### src/rtl/vfp_pkg.sv
// Shared types and constants for the vision frame parser.
// No dependencies; compiled before every other file.
`default_nettype none

package vfp_pkg;

  localparam int unsigned FRAME_BYTES = 8;
  localparam int unsigned POS_W = $clog2(FRAME_BYTES);

  localparam logic [7:0] HEAD_FIRST  = 8'hAA;
  localparam logic [7:0] HEAD_SECOND = 8'h55;
  localparam logic [7:0] DATA_ALL_ONES = 8'hFF;

  // Byte positions within a frame
  localparam logic [POS_W-1:0] POS_HEAD0  = POS_W'(0);
  localparam logic [POS_W-1:0] POS_HEAD1  = POS_W'(1);
  localparam logic [POS_W-1:0] POS_STATUS = POS_W'(2);
  localparam logic [POS_W-1:0] POS_X_LO   = POS_W'(3);
  localparam logic [POS_W-1:0] POS_X_HI   = POS_W'(4);
  localparam logic [POS_W-1:0] POS_Y_LO   = POS_W'(5);
  localparam logic [POS_W-1:0] POS_Y_HI   = POS_W'(6);
  localparam logic [POS_W-1:0] POS_CHECK  = POS_W'(FRAME_BYTES - 1);

  // Configuration register indexes
  localparam logic CFG_VALID_CODE = 1'b0;
  localparam logic CFG_LOST_CODE  = 1'b1;

  typedef struct packed {
    logic [7:0]         frame_status;
    logic signed [15:0] x_coord;
    logic signed [15:0] y_coord;
  } frame_result_t;

  typedef struct packed {
    logic       valid;
    logic [7:0] data;
  } byte_slot_t;

endpackage

`default_nettype wire

### src/rtl/vfp_channels.sv
// Valid/ready channel interfaces for the vision frame parser.
// Depends on nothing; the payload widths follow the frame layout.
`default_nettype none

interface vfp_byte_if;
  logic       valid;
  logic       ready;
  logic [7:0] rx_byte;

  modport source (output valid, output rx_byte, input ready);
  modport sink   (input valid, input rx_byte, output ready);
endinterface

interface vfp_frame_if;
  logic               valid;
  logic               ready;
  logic [7:0]         frame_status;
  logic signed [15:0] x_coord;
  logic signed [15:0] y_coord;

  modport source (output valid, output frame_status, output x_coord, output y_coord,
                  input ready);
  modport sink   (input valid, input frame_status, input x_coord, input y_coord,
                  output ready);
endinterface

`default_nettype wire

### src/rtl/vfp_byte_stage.sv
// Input register for received bytes.
// Depends on vfp_pkg and vfp_byte_if.
`default_nettype none

module vfp_byte_stage
  import vfp_pkg::*;
(
  input  wire logic  clk,
  input  wire logic  rst,
  vfp_byte_if.sink   rx,
  input  wire logic  advance,
  output byte_slot_t slot
);

  logic       held_valid;
  logic [7:0] held_byte;

  assign rx.ready = !held_valid || advance;

  always_ff @(posedge clk) begin
    if (rst) begin
      held_valid <= 1'b0;
    end else if (rx.ready) begin
      held_valid <= rx.valid;
    end
  end

  always_ff @(posedge clk) begin
    if (rx.valid && rx.ready) begin
      held_byte <= rx.rx_byte;
    end
  end

  assign slot.valid = held_valid;
  assign slot.data  = held_byte;

endmodule

`default_nettype wire

### src/rtl/vfp_frame_core.sv
// Frame hunt, running checksum and acceptance check, plus the status code registers.
// Depends on vfp_pkg.
`default_nettype none

module vfp_frame_core
  import vfp_pkg::*;
(
  input  wire logic          clk,
  input  wire logic          rst,
  input  wire logic          cfg_we,
  input  wire logic          cfg_index,
  input  wire logic [7:0]    cfg_data,
  input  wire byte_slot_t    slot,
  input  wire logic          advance,
  output logic               hit,
  output frame_result_t      result
);

  logic [7:0]       valid_code;
  logic [7:0]       lost_code;
  logic [POS_W-1:0] pos;
  logic [POS_W-1:0] pos_next;
  logic [7:0]       sum;
  logic [7:0]       sum_next;
  logic [7:0]       status;
  logic [7:0]       x_lo, x_hi, y_lo, y_hi;
  logic             step;
  logic             restart;
  logic             lost_ok;

  assign step    = slot.valid && advance;
  assign restart = (pos == POS_HEAD0) || (pos == POS_HEAD1 && slot.data != HEAD_SECOND);

  always_comb begin
    if (restart) begin
      pos_next = (slot.data == HEAD_FIRST) ? POS_HEAD1 : POS_HEAD0;
      sum_next = slot.data;
    end else if (pos == POS_CHECK) begin
      pos_next = POS_HEAD0;
      sum_next = sum;
    end else begin
      pos_next = pos + POS_W'(1);
      sum_next = sum + slot.data;
    end
  end

  assign lost_ok = (status == lost_code) && (x_lo == DATA_ALL_ONES) &&
                   (x_hi == DATA_ALL_ONES) && (y_lo == DATA_ALL_ONES) &&
                   (y_hi == DATA_ALL_ONES);

  assign hit = slot.valid && (pos == POS_CHECK) && (sum == slot.data) &&
               ((status == valid_code) || lost_ok);

  assign result.frame_status = status;
  assign result.x_coord      = $signed({x_hi, x_lo});
  assign result.y_coord      = $signed({y_hi, y_lo});

  always_ff @(posedge clk) begin
    if (rst) begin
      valid_code <= 8'd1;
      lost_code  <= 8'd0;
    end else if (cfg_we) begin
      case (cfg_index)
        CFG_VALID_CODE: valid_code <= cfg_data;
        CFG_LOST_CODE:  lost_code  <= cfg_data;
        default:        valid_code <= valid_code;
      endcase
    end
  end

  always_ff @(posedge clk) begin
    if (rst) begin
      pos <= POS_HEAD0;
    end else if (step) begin
      pos <= pos_next;
    end
  end

  // Frame bytes; no reset needed, each is written before it is read
  always_ff @(posedge clk) begin
    if (step) begin
      sum <= sum_next;
      if (!restart) begin
        case (pos)
          POS_STATUS: status <= slot.data;
          POS_X_LO:   x_lo   <= slot.data;
          POS_X_HI:   x_hi   <= slot.data;
          POS_Y_LO:   y_lo   <= slot.data;
          POS_Y_HI:   y_hi   <= slot.data;
          default:    status <= status;
        endcase
      end
    end
  end

endmodule

`default_nettype wire

### src/rtl/vfp_out_reg.sv
// Output register for decoded frames.
// Depends on vfp_pkg and vfp_frame_if.
`default_nettype none

module vfp_out_reg
  import vfp_pkg::*;
(
  input  wire logic          clk,
  input  wire logic          rst,
  input  wire logic          hit,
  input  wire frame_result_t result,
  output logic               advance,
  vfp_frame_if.source        res
);

  logic          held_valid;
  frame_result_t held;

  // Take a new byte whenever the register is empty or being drained
  assign advance = !held_valid || res.ready;

  always_ff @(posedge clk) begin
    if (rst) begin
      held_valid <= 1'b0;
    end else if (advance) begin
      held_valid <= hit;
    end
  end

  always_ff @(posedge clk) begin
    if (advance && hit) begin
      held <= result;
    end
  end

  assign res.valid        = held_valid;
  assign res.frame_status = held.frame_status;
  assign res.x_coord      = held.x_coord;
  assign res.y_coord      = held.y_coord;

endmodule

`default_nettype wire

### src/rtl/vision_frame_parser_top.sv
// Top level of the vision frame parser.
// Depends on vfp_pkg, vfp_channels, vfp_byte_stage, vfp_frame_core, vfp_out_reg.
//
// Usage:
//   byte_in carries received bytes, one per request. frame_out carries one
//   request per accepted 8-byte frame (AA 55 status xl xh yl yh checksum):
//   the status byte and the signed little-endian x and y.
//   cfg_we/cfg_index/cfg_data write the valid status code (index 0, reset 1)
//   and the lost status code (index 1, reset 0); write only while idle.
// Throughput: one byte per cycle while frame_out is not stalled, set by the
//   position counter and running checksum update.
// Output path: a frame's checksum byte is held in the input register once accepted;
//   the frame is then loaded into the output register that drives frame_out.
// Reset: synchronous, active high; clears the hunt to the first header byte
//   and empties both registers. Frame bytes themselves are not cleared.
// Stall: while frame_out holds a frame and ready is low, the parser holds;
//   byte_in takes one more byte only if its input register is empty.
`default_nettype none

module vision_frame_parser_top
  import vfp_pkg::*;
(
  input  wire logic       clk,
  input  wire logic       rst,
  vfp_byte_if.sink        byte_in,
  vfp_frame_if.source     frame_out,
  input  wire logic       cfg_we,
  input  wire logic       cfg_index,
  input  wire logic [7:0] cfg_data
);

  byte_slot_t    slot;
  frame_result_t result;
  logic          hit;
  logic          advance;

  vfp_byte_stage u_byte_stage (
    .clk     (clk),
    .rst     (rst),
    .rx      (byte_in),
    .advance (advance),
    .slot    (slot)
  );

  vfp_frame_core u_frame_core (
    .clk       (clk),
    .rst       (rst),
    .cfg_we    (cfg_we),
    .cfg_index (cfg_index),
    .cfg_data  (cfg_data),
    .slot      (slot),
    .advance   (advance),
    .hit       (hit),
    .result    (result)
  );

  vfp_out_reg u_out_reg (
    .clk     (clk),
    .rst     (rst),
    .hit     (hit),
    .result  (result),
    .advance (advance),
    .res     (frame_out)
  );

endmodule

`default_nettype wire
### src/flat_wrapper.sv
// flat-port wrapper written by rule: the top's interface ports become plain ports
module vision_frame_parser_top_flat import vfp_pkg::*;
  (clk, rst, cfg_we, cfg_index, cfg_data, byte_in_valid, byte_in_rx_byte, byte_in_ready, frame_out_valid, frame_out_frame_status, frame_out_x_coord, frame_out_y_coord, frame_out_ready);
  vfp_byte_if byte_in_i ();
  vfp_frame_if frame_out_i ();
  input  wire logic clk;
  input  wire logic rst;
  input  wire logic cfg_we;
  input  wire logic cfg_index;
  input  wire logic [7:0] cfg_data;
  input wire logic [$bits(byte_in_i.valid)-1:0] byte_in_valid;
  input wire logic [$bits(byte_in_i.rx_byte)-1:0] byte_in_rx_byte;
  output wire logic [$bits(byte_in_i.ready)-1:0] byte_in_ready;
  output wire logic [$bits(frame_out_i.valid)-1:0] frame_out_valid;
  output wire logic [$bits(frame_out_i.frame_status)-1:0] frame_out_frame_status;
  output wire logic [$bits(frame_out_i.x_coord)-1:0] frame_out_x_coord;
  output wire logic [$bits(frame_out_i.y_coord)-1:0] frame_out_y_coord;
  input wire logic [$bits(frame_out_i.ready)-1:0] frame_out_ready;
  assign byte_in_i.valid = byte_in_valid;
  assign byte_in_i.rx_byte = byte_in_rx_byte;
  assign byte_in_ready = byte_in_i.ready;
  assign frame_out_valid = frame_out_i.valid;
  assign frame_out_frame_status = frame_out_i.frame_status;
  assign frame_out_x_coord = frame_out_i.x_coord;
  assign frame_out_y_coord = frame_out_i.y_coord;
  assign frame_out_i.ready = frame_out_ready;
  vision_frame_parser_top u_core (.clk(clk), .rst(rst), .byte_in(byte_in_i), .frame_out(frame_out_i), .cfg_we(cfg_we), .cfg_index(cfg_index), .cfg_data(cfg_data));
endmodule
### config.mk
export PLATFORM = sky130hd
export DESIGN_NAME = vision_frame_parser_top_flat
export DESIGN_NICKNAME = d
export VERILOG_FILES = /design/src/rtl/vfp_pkg.sv /design/src/rtl/vfp_channels.sv /design/src/rtl/vfp_byte_stage.sv /design/src/rtl/vfp_frame_core.sv /design/src/rtl/vfp_out_reg.sv /design/src/rtl/vision_frame_parser_top.sv /design/src/flat_wrapper.sv
export SDC_FILE = /design/constraint.sdc
export NUM_CORES = 1
export LEC_CHECK = 0
export BUFFER_PORTS_ARGS = -buffer_cell sky130_fd_sc_hd__buf_2
export CAP_MARGIN = 20
export CORE_MARGIN = 5
export CORE_UTILIZATION = 38
export DETAILED_ROUTE_END_ITERATION = 8
export PLACE_DENSITY = 0.53
export SYNTH_ARGS = -nofsm -noshare
export SYNTH_HDL_FRONTEND = slang
export SYNTH_SLANG_ARGS = --single-unit
### constraint.sdc
create_clock -name clk -period 4.9 [get_ports clk]
set_input_delay 0.98 -clock clk [delete_from_list [all_inputs] [get_ports clk]]
set_output_delay 0.98 -clock clk [all_outputs]
set_load 0.05 [all_outputs]
Word level (Yosys, flattened, before mapping). Index checks and enable logic that the tools add are counted.

Output and inout bits: 42. Memories kept: 0. Bits of input ports: 22. Latch bits: 0. Word-level logic and storage cells: 67. Bits in registers: 117. Bits in writable memories: 0. ROM bits: 0.

Bitwise logic cells: 2. Add/subtract/negate cells: 2. Mux-type cells: 5. Divide/modulo/power cells: 0. $lt $le $gt $ge: 0. Reductions and logical operators: 26. Shift operators: 0. Multipliers: 0. Equality and inequality tests: 17.

Operators by type and width (count): 8-bit equality test (second input constant) (5); 8-bit equality test (3); 8-bit two-way mux (2); 3-bit AND reduction (5); 3-bit equality test (second input constant) (4); 1-bit logical AND (11); 8-bit adder (1); 8-bit by 7-bit inequality test with 1-bit output (second input constant) (1); 3-bit by 2-bit equality test with 1-bit output (second input constant) (2); 3-bit two-way mux (2); 2-bit AND reduction (3); 1-bit logical OR (4); 3-bit by 1-bit adder with 3-bit output (second input constant) (1); 3-bit by 1-bit equality test with 1-bit output (second input constant) (1); 3-bit zero test (1); 1-bit zero test (2); 2-bit inequality test (second input constant) (1); 1-bit NOT (2); 1-bit two-way mux (1).

Logic depth before layout (Yosys ltp).
Word-level depth: 8. Mapped depth: 9.

Modules after synthesis. A second synthesis with hierarchy kept.

Cell total of the unflattened synthesis: 306. Area total of the unflattened synthesis: 4546.9 µm².

Modules (own cells, without submodules): vfp_frame_core (area an instance 2987.9 µm², seq. area each 1821.7 µm², instances 1, cells each 247); vfp_out_reg (area an instance 1256.2 µm², seq. area each 1221.2 µm², instances 1, cells each 45); vfp_byte_stage (area an instance 302.8 µm², seq. area each 260.2 µm², instances 1, cells each 14).

Worst setup path before layout. No wires, ideal clock.

Path kind: reg-to-reg. From: reg u_core.u_byte_stage.held_byte[4]. To: reg u_core.u_out_reg.held, in the netlist u_core.u_out_reg.res.frame_status[0], enable pin. Slack: 1.385 ns. Stages on the path, launching flop included: 6. Arrival: 3.077 ns. Data required time: 4.462 ns. Cell sequence: edfxtp_1 > ha_1 > nor4_1 > nand4b_1 > a21o_1 > nor2_1.

Longest elaborated chain between the ends: 4.

RTL lines: from (decl) (RTL line vfp_byte_stage.sv:16) `logic [7:0] held_byte;`; from (signal assigned) (RTL line vfp_byte_stage.sv:30) `held_byte <= rx.rx_byte;`; 8-bit equality test (RTL line vfp_frame_core.sv:51) `assign hit = slot.valid && (pos == POS_CHECK) && (sum == slot.data) &&`; 1-bit logical AND (2 in a row) (RTL line vfp_frame_core.sv:51); 1-bit logical AND (RTL line vfp_out_reg.sv:31) `if (advance && hit) begin`; to (signal assigned) (RTL line vfp_out_reg.sv:32) `held <= result;`; to (decl) (RTL line vfp_out_reg.sv:17) `frame_result_t held;`.

No other way between the ends. A chain may end at the register's enable or synchronous reset.

Final worst setup path.
From: reg u_core.u_byte_stage.held_byte[3]. To: reg u_core.u_frame_core.sum[1], enable pin.

Longest elaborated chain between the ends: 5.

RTL lines: 8-bit by 7-bit inequality test with 1-bit output (RTL line vfp_frame_core.sv:32) `assign restart = (pos == POS_HEAD0) || (pos == POS_HEAD1 && slot.data != HEAD_SECOND);`; 1-bit logical AND (RTL line vfp_frame_core.sv:32); 1-bit logical OR (RTL line vfp_frame_core.sv:32); 2-bit inequality test (no line); 2-bit AND reduction (no line); to (signal assigned) (RTL line vfp_frame_core.sv:82) `sum <= sum_next;`; to (decl) (RTL line vfp_frame_core.sv:23) `logic [7:0] sum;`.

No other way between the ends.

==> results summary <==
The number of design rule violations left after detail routing came out at 0. The overall routing resource usage is 13.8%. The count of endpoints failing hold in the final timing report came out at 0. In this run the worst path has a maximum fanout of 15. Hold timing on the final database bottoms out at a slack of 451 ps. The clock net in this run drives a total of 117 sinks. Across the run, the number of max-cap violations was 0. The vertical die dimension came out at 119 um.

The endpoint required time on the critical path is 4930 ps. The arrival time of data at the critical path endpoint came out at 2820 ps. Summing all multi-input logic gate instances after layout gives 0.00116 mm^2.

The critical path is of the flop to flop type. The hold buffer count at cts is 0. After synthesis the netlist holds a flip-flop and latch count of 117. The post-cts resize count is 0. The total number of H-tree levels is 4. The area overhead of the layout relative to synthesis came out at 24.0%. The largest net degree at the start of global routing came out at 41. Setup repair after global routing left no endpoint under its margin. The port buffer count is 63. The total negative setup slack came out at 0 ps. The post-detailed-route via-to-cell ratio is 5.03.

The overflow left after global routing is 0. After technology mapping, the gate count stands at 310. The total clock buffers created by CTS came out at 17.

The net count after synthesis is 346. The post-synthesis cell area is 0.00453 mm^2. For this configuration, the core starts out at a cell density of 39.2%. The pin slew with the least headroom to its limit is 873 ps. The CTS tree is yes. The number of violations reported at the end of detailed-routing iteration 0 is 95. Detailed placement ended at an HPWL of 6420 um. The clock insertion delay at the later pin of the skew report is 410 ps. Power spread over the standard cell area amounts to 435 mW/mm^2. Row generation in the floorplan step produced 39 rows. The run finished with clean final reports.

The width of the chip came out at 119 um. The mean instance size in the synthesized netlist came out at 14.6 um^2. The total wirelength of the detailed-routed design is 9150 um. The number of top-level design ports is 64. Detailed routing inserted a total of 2717 vias. The launching element type of the critical path is a flop. The count of warnings emitted by yosys is 0.

The clock transition at the registers of the reported paths is 50 ps. The predominant post-synthesis flop cell is edfxtp_1. The sequential cells in the finished layout cover a total of 0.00330 mm^2. The first-pass detailed-route iteration total came out at 4. The number of antenna violations at the first check in global routing came out at 0.

On the final layout, the worst clock skew is 8.10 ps. The proportion of synthesized flip-flops having asynchronous set or reset is 0%. The area of the core region came out at 0.0116 mm^2. The leakage component of the power is 2.07 nW. In the final design database the tool counted 422 nets. The number of distinct library cells after synthesis is 42.

The die covers 0.0142 mm^2. The peak clock frequency supported by timing is 359 MHz. The routability-driven placement congestion ratio is 0.772. The setup slack of the most critical reg-to-reg path came out at 2120 ps. The detailed-route wire length per cell came out at 17.0 um. The path class of the tightest hold or removal check is flop to flop. The final critical path time including I/O delays and setup is 2780 ps.

The max-slew violation total from the final report was 0. Setup violations remaining at the end of the flow were counted as 0. The global-route wire length before repair came out at 14900 um. The max-slew headroom at the worst pin is 41.8%.

Across the VDD grid, the largest voltage drop is 0.000151 V. Buffers added to address setup during post-CTS repair amount to 0. The number of global-route vias before repair is 2816. The filler cell count in the final layout is 1013. After synthesis, flip-flops and latches occupy 72.9% of the total area.

The diode insertion count for antenna repair came out at 0. The fraction of layout cells with a size suffix above 1 came out at 24.4%. The kind of end point of the critical path is a flop.

The number of nets still failing antenna checks after routing is 0. The worst path uses 56.8% of the clock period. The number of enable flip-flop cells after synthesis is 96. The root buffer cell chosen for the clock tree is clkbuf_16. The number of buffers between clock root and the deepest sink came out at 2.
-- power by group --
group | leakage [nW] | switching (mW) | internal, mW
combinational | 0.748 | 0.0518 | 0.0380
clock | 0.282 | 0.404 | 0.840
sequential | 1.04 | 0.0188 | 1.09
-- worst max-delay path, stage by stage, from the launching register on --
cell and delay [ps]:
edfxtp_1 600, and4bb_2 300, a21oi_2 190, or2_1 440, inv_1 150, a21oi_1 730
-- flip-flops by register name, indices dropped and copies added (netlist names), 3 cells and up --
signal                             cells
u_core.u_byte_stage.held_byte          8
u_core.u_frame_core.x_lo               8
u_core.u_out_reg.res.y_coord          16
u_core.u_frame_core.lost_code          8
u_core.u_out_reg.res.frame_status      8
u_core.u_frame_core.valid_code         8
u_core.u_frame_core.pos                3
u_core.u_out_reg.res.x_coord          16
u_core.u_frame_core.sum                8
u_core.u_frame_core.y_lo               8
u_core.u_frame_core.y_hi               8
u_core.u_frame_core.status             8
u_core.u_frame_core.x_hi               8
-- cell type report --
cell class / count / share of cell area (%)
Inverter: 9 / 0.602
Clock buffer: 20 / 7.78
Multi-Input combinational cell: 176 / 20.7
Sequential cell: 117 / 58.8
Timing Repair Buffer: 65 / 6.11
Clock inverter: 10 / 2.81
Tap cell: 143 / 3.19
-- worst paths after layout --
path | from | end | cells after the start
max reg2reg | u_core.u_byte_stage.held_byte[3] | u_core.u_frame_core.sum[1] | 5
min reg2reg | u_core.u_frame_core.x_lo[3] | u_core.u_out_reg.res.x_coord[3] | 0
min | u_core.u_frame_core.x_lo[3] | u_core.u_out_reg.res.x_coord[3] | 0
max | u_core.u_byte_stage.held_byte[3] | u_core.u_frame_core.sum[1] | 5
-- cell usage in the layout (no fill, tap or decap), types with 2 or more instances in the layout --
| master | netlist | routed |
|---|---|---|
| bufinv_16 | 0 | 4 |
| o21ai_0 | 4 | 4 |
| o21a_1 | 2 | 2 |
| nor2_1 | 5 | 4 |
| nor3_1 | 4 | 4 |
| clkbuf_1 | 7 | 3 |
| nor4_1 | 7 | 7 |
| nand3_1 | 11 | 11 |
| inv_1 | 9 | 9 |
| clkinv_2 | 0 | 3 |
| mux2_2 | 2 | 2 |
| nor2b_1 | 4 | 4 |
| edfxtp_1 | 96 | 96 |
| a21oi_1 | 23 | 23 |
| nand2_1 | 37 | 37 |
| nand4_1 | 9 | 9 |
| dfxtp_1 | 21 | 21 |
| nand3b_1 | 2 | 2 |
| buf_2 | 0 | 63 |
| and2_1 | 2 | 2 |
| clkbuf_16 | 0 | 17 |
| and3_1 | 4 | 4 |
| nor4b_1 | 3 | 3 |
| ha_1 | 13 | 13 |
| xor2_1 | 20 | 20 |
| clkinvlp_4 | 0 | 3 |
| nand2b_1 | 4 | 4 |
| o31ai_1 | 2 | 2 |
-- kinds of logic (layout without fill, tap and decap cells) --
| group | after synthesis | after routing | share of synthesized area [%] |
|---|---|---|---|
| flip-flops | 117 | 117 | 72.9 |
| AND/OR/NAND/NOR | 99 | 99 | 11.6 |
| AO/OA/AOI/OAI | 39 | 39 | 5.08 |
| XOR/XNOR | 21 | 21 | 4.06 |
| buffers and inverters | 17 | 104 | 1.57 |
| adder cells (fa/ha/maj) | 14 | 14 | 4.03 |
| multiplexers | 3 | 3 | 0.718 |
-- synthesized netlist by cell type (all sizes together) (2+ instances only) --
master / number / area share (%)
a21oi: 24 / 2.7
and2: 2 / 0.28
and3: 4 / 0.55
and4bb: 2 / 0.55
clkbuf: 7 / 0.58
dfxtp: 21 / 9.3
edfxtp: 96 / 64
ha: 13 / 3.6
inv: 9 / 0.75
mux2: 2 / 0.50
nand2: 37 / 3.1
nand2b: 4 / 0.55
nand3: 11 / 1.2
nand3b: 2 / 0.33
nand4: 9 / 1.2
nor2: 5 / 0.41
nor2b: 4 / 0.55
nor3: 4 / 0.44
nor4: 7 / 0.97
nor4b: 3 / 0.58
o21a: 2 / 0.33
o21ai: 4 / 0.44
o31ai: 2 / 0.33
xor2: 20 / 3.9
-- per-stage QoR --
step / setup slack (ps) / util (%) / area, um^2 / instances / power [mW]
floorplan: 1390 / - / 4530 / 310 / 1.18
global placement: 1980 / 43.2 / 5000 / 509 / 1.21
finish: 2120 / 48.6 / 5620 / 540 / 2.44
global route: 1950 / 48.6 / 5620 / 540 / 2.53
detailed placement: 1910 / 43.2 / 5000 / 509 / 1.22
CTS: 1900 / 48.4 / 5600 / 539 / 2.46
-- per-layer routing --
layer	wire [um]	track usage [%]	up-vias
li1	-	-	1314
met1	4240	17.3	1324
met2	4310	21.5	69
met3	489	5.31	10
met4	114	5.87	0
met5	0	0	-
Note: power is estimated with default switching activity, not from simulation.
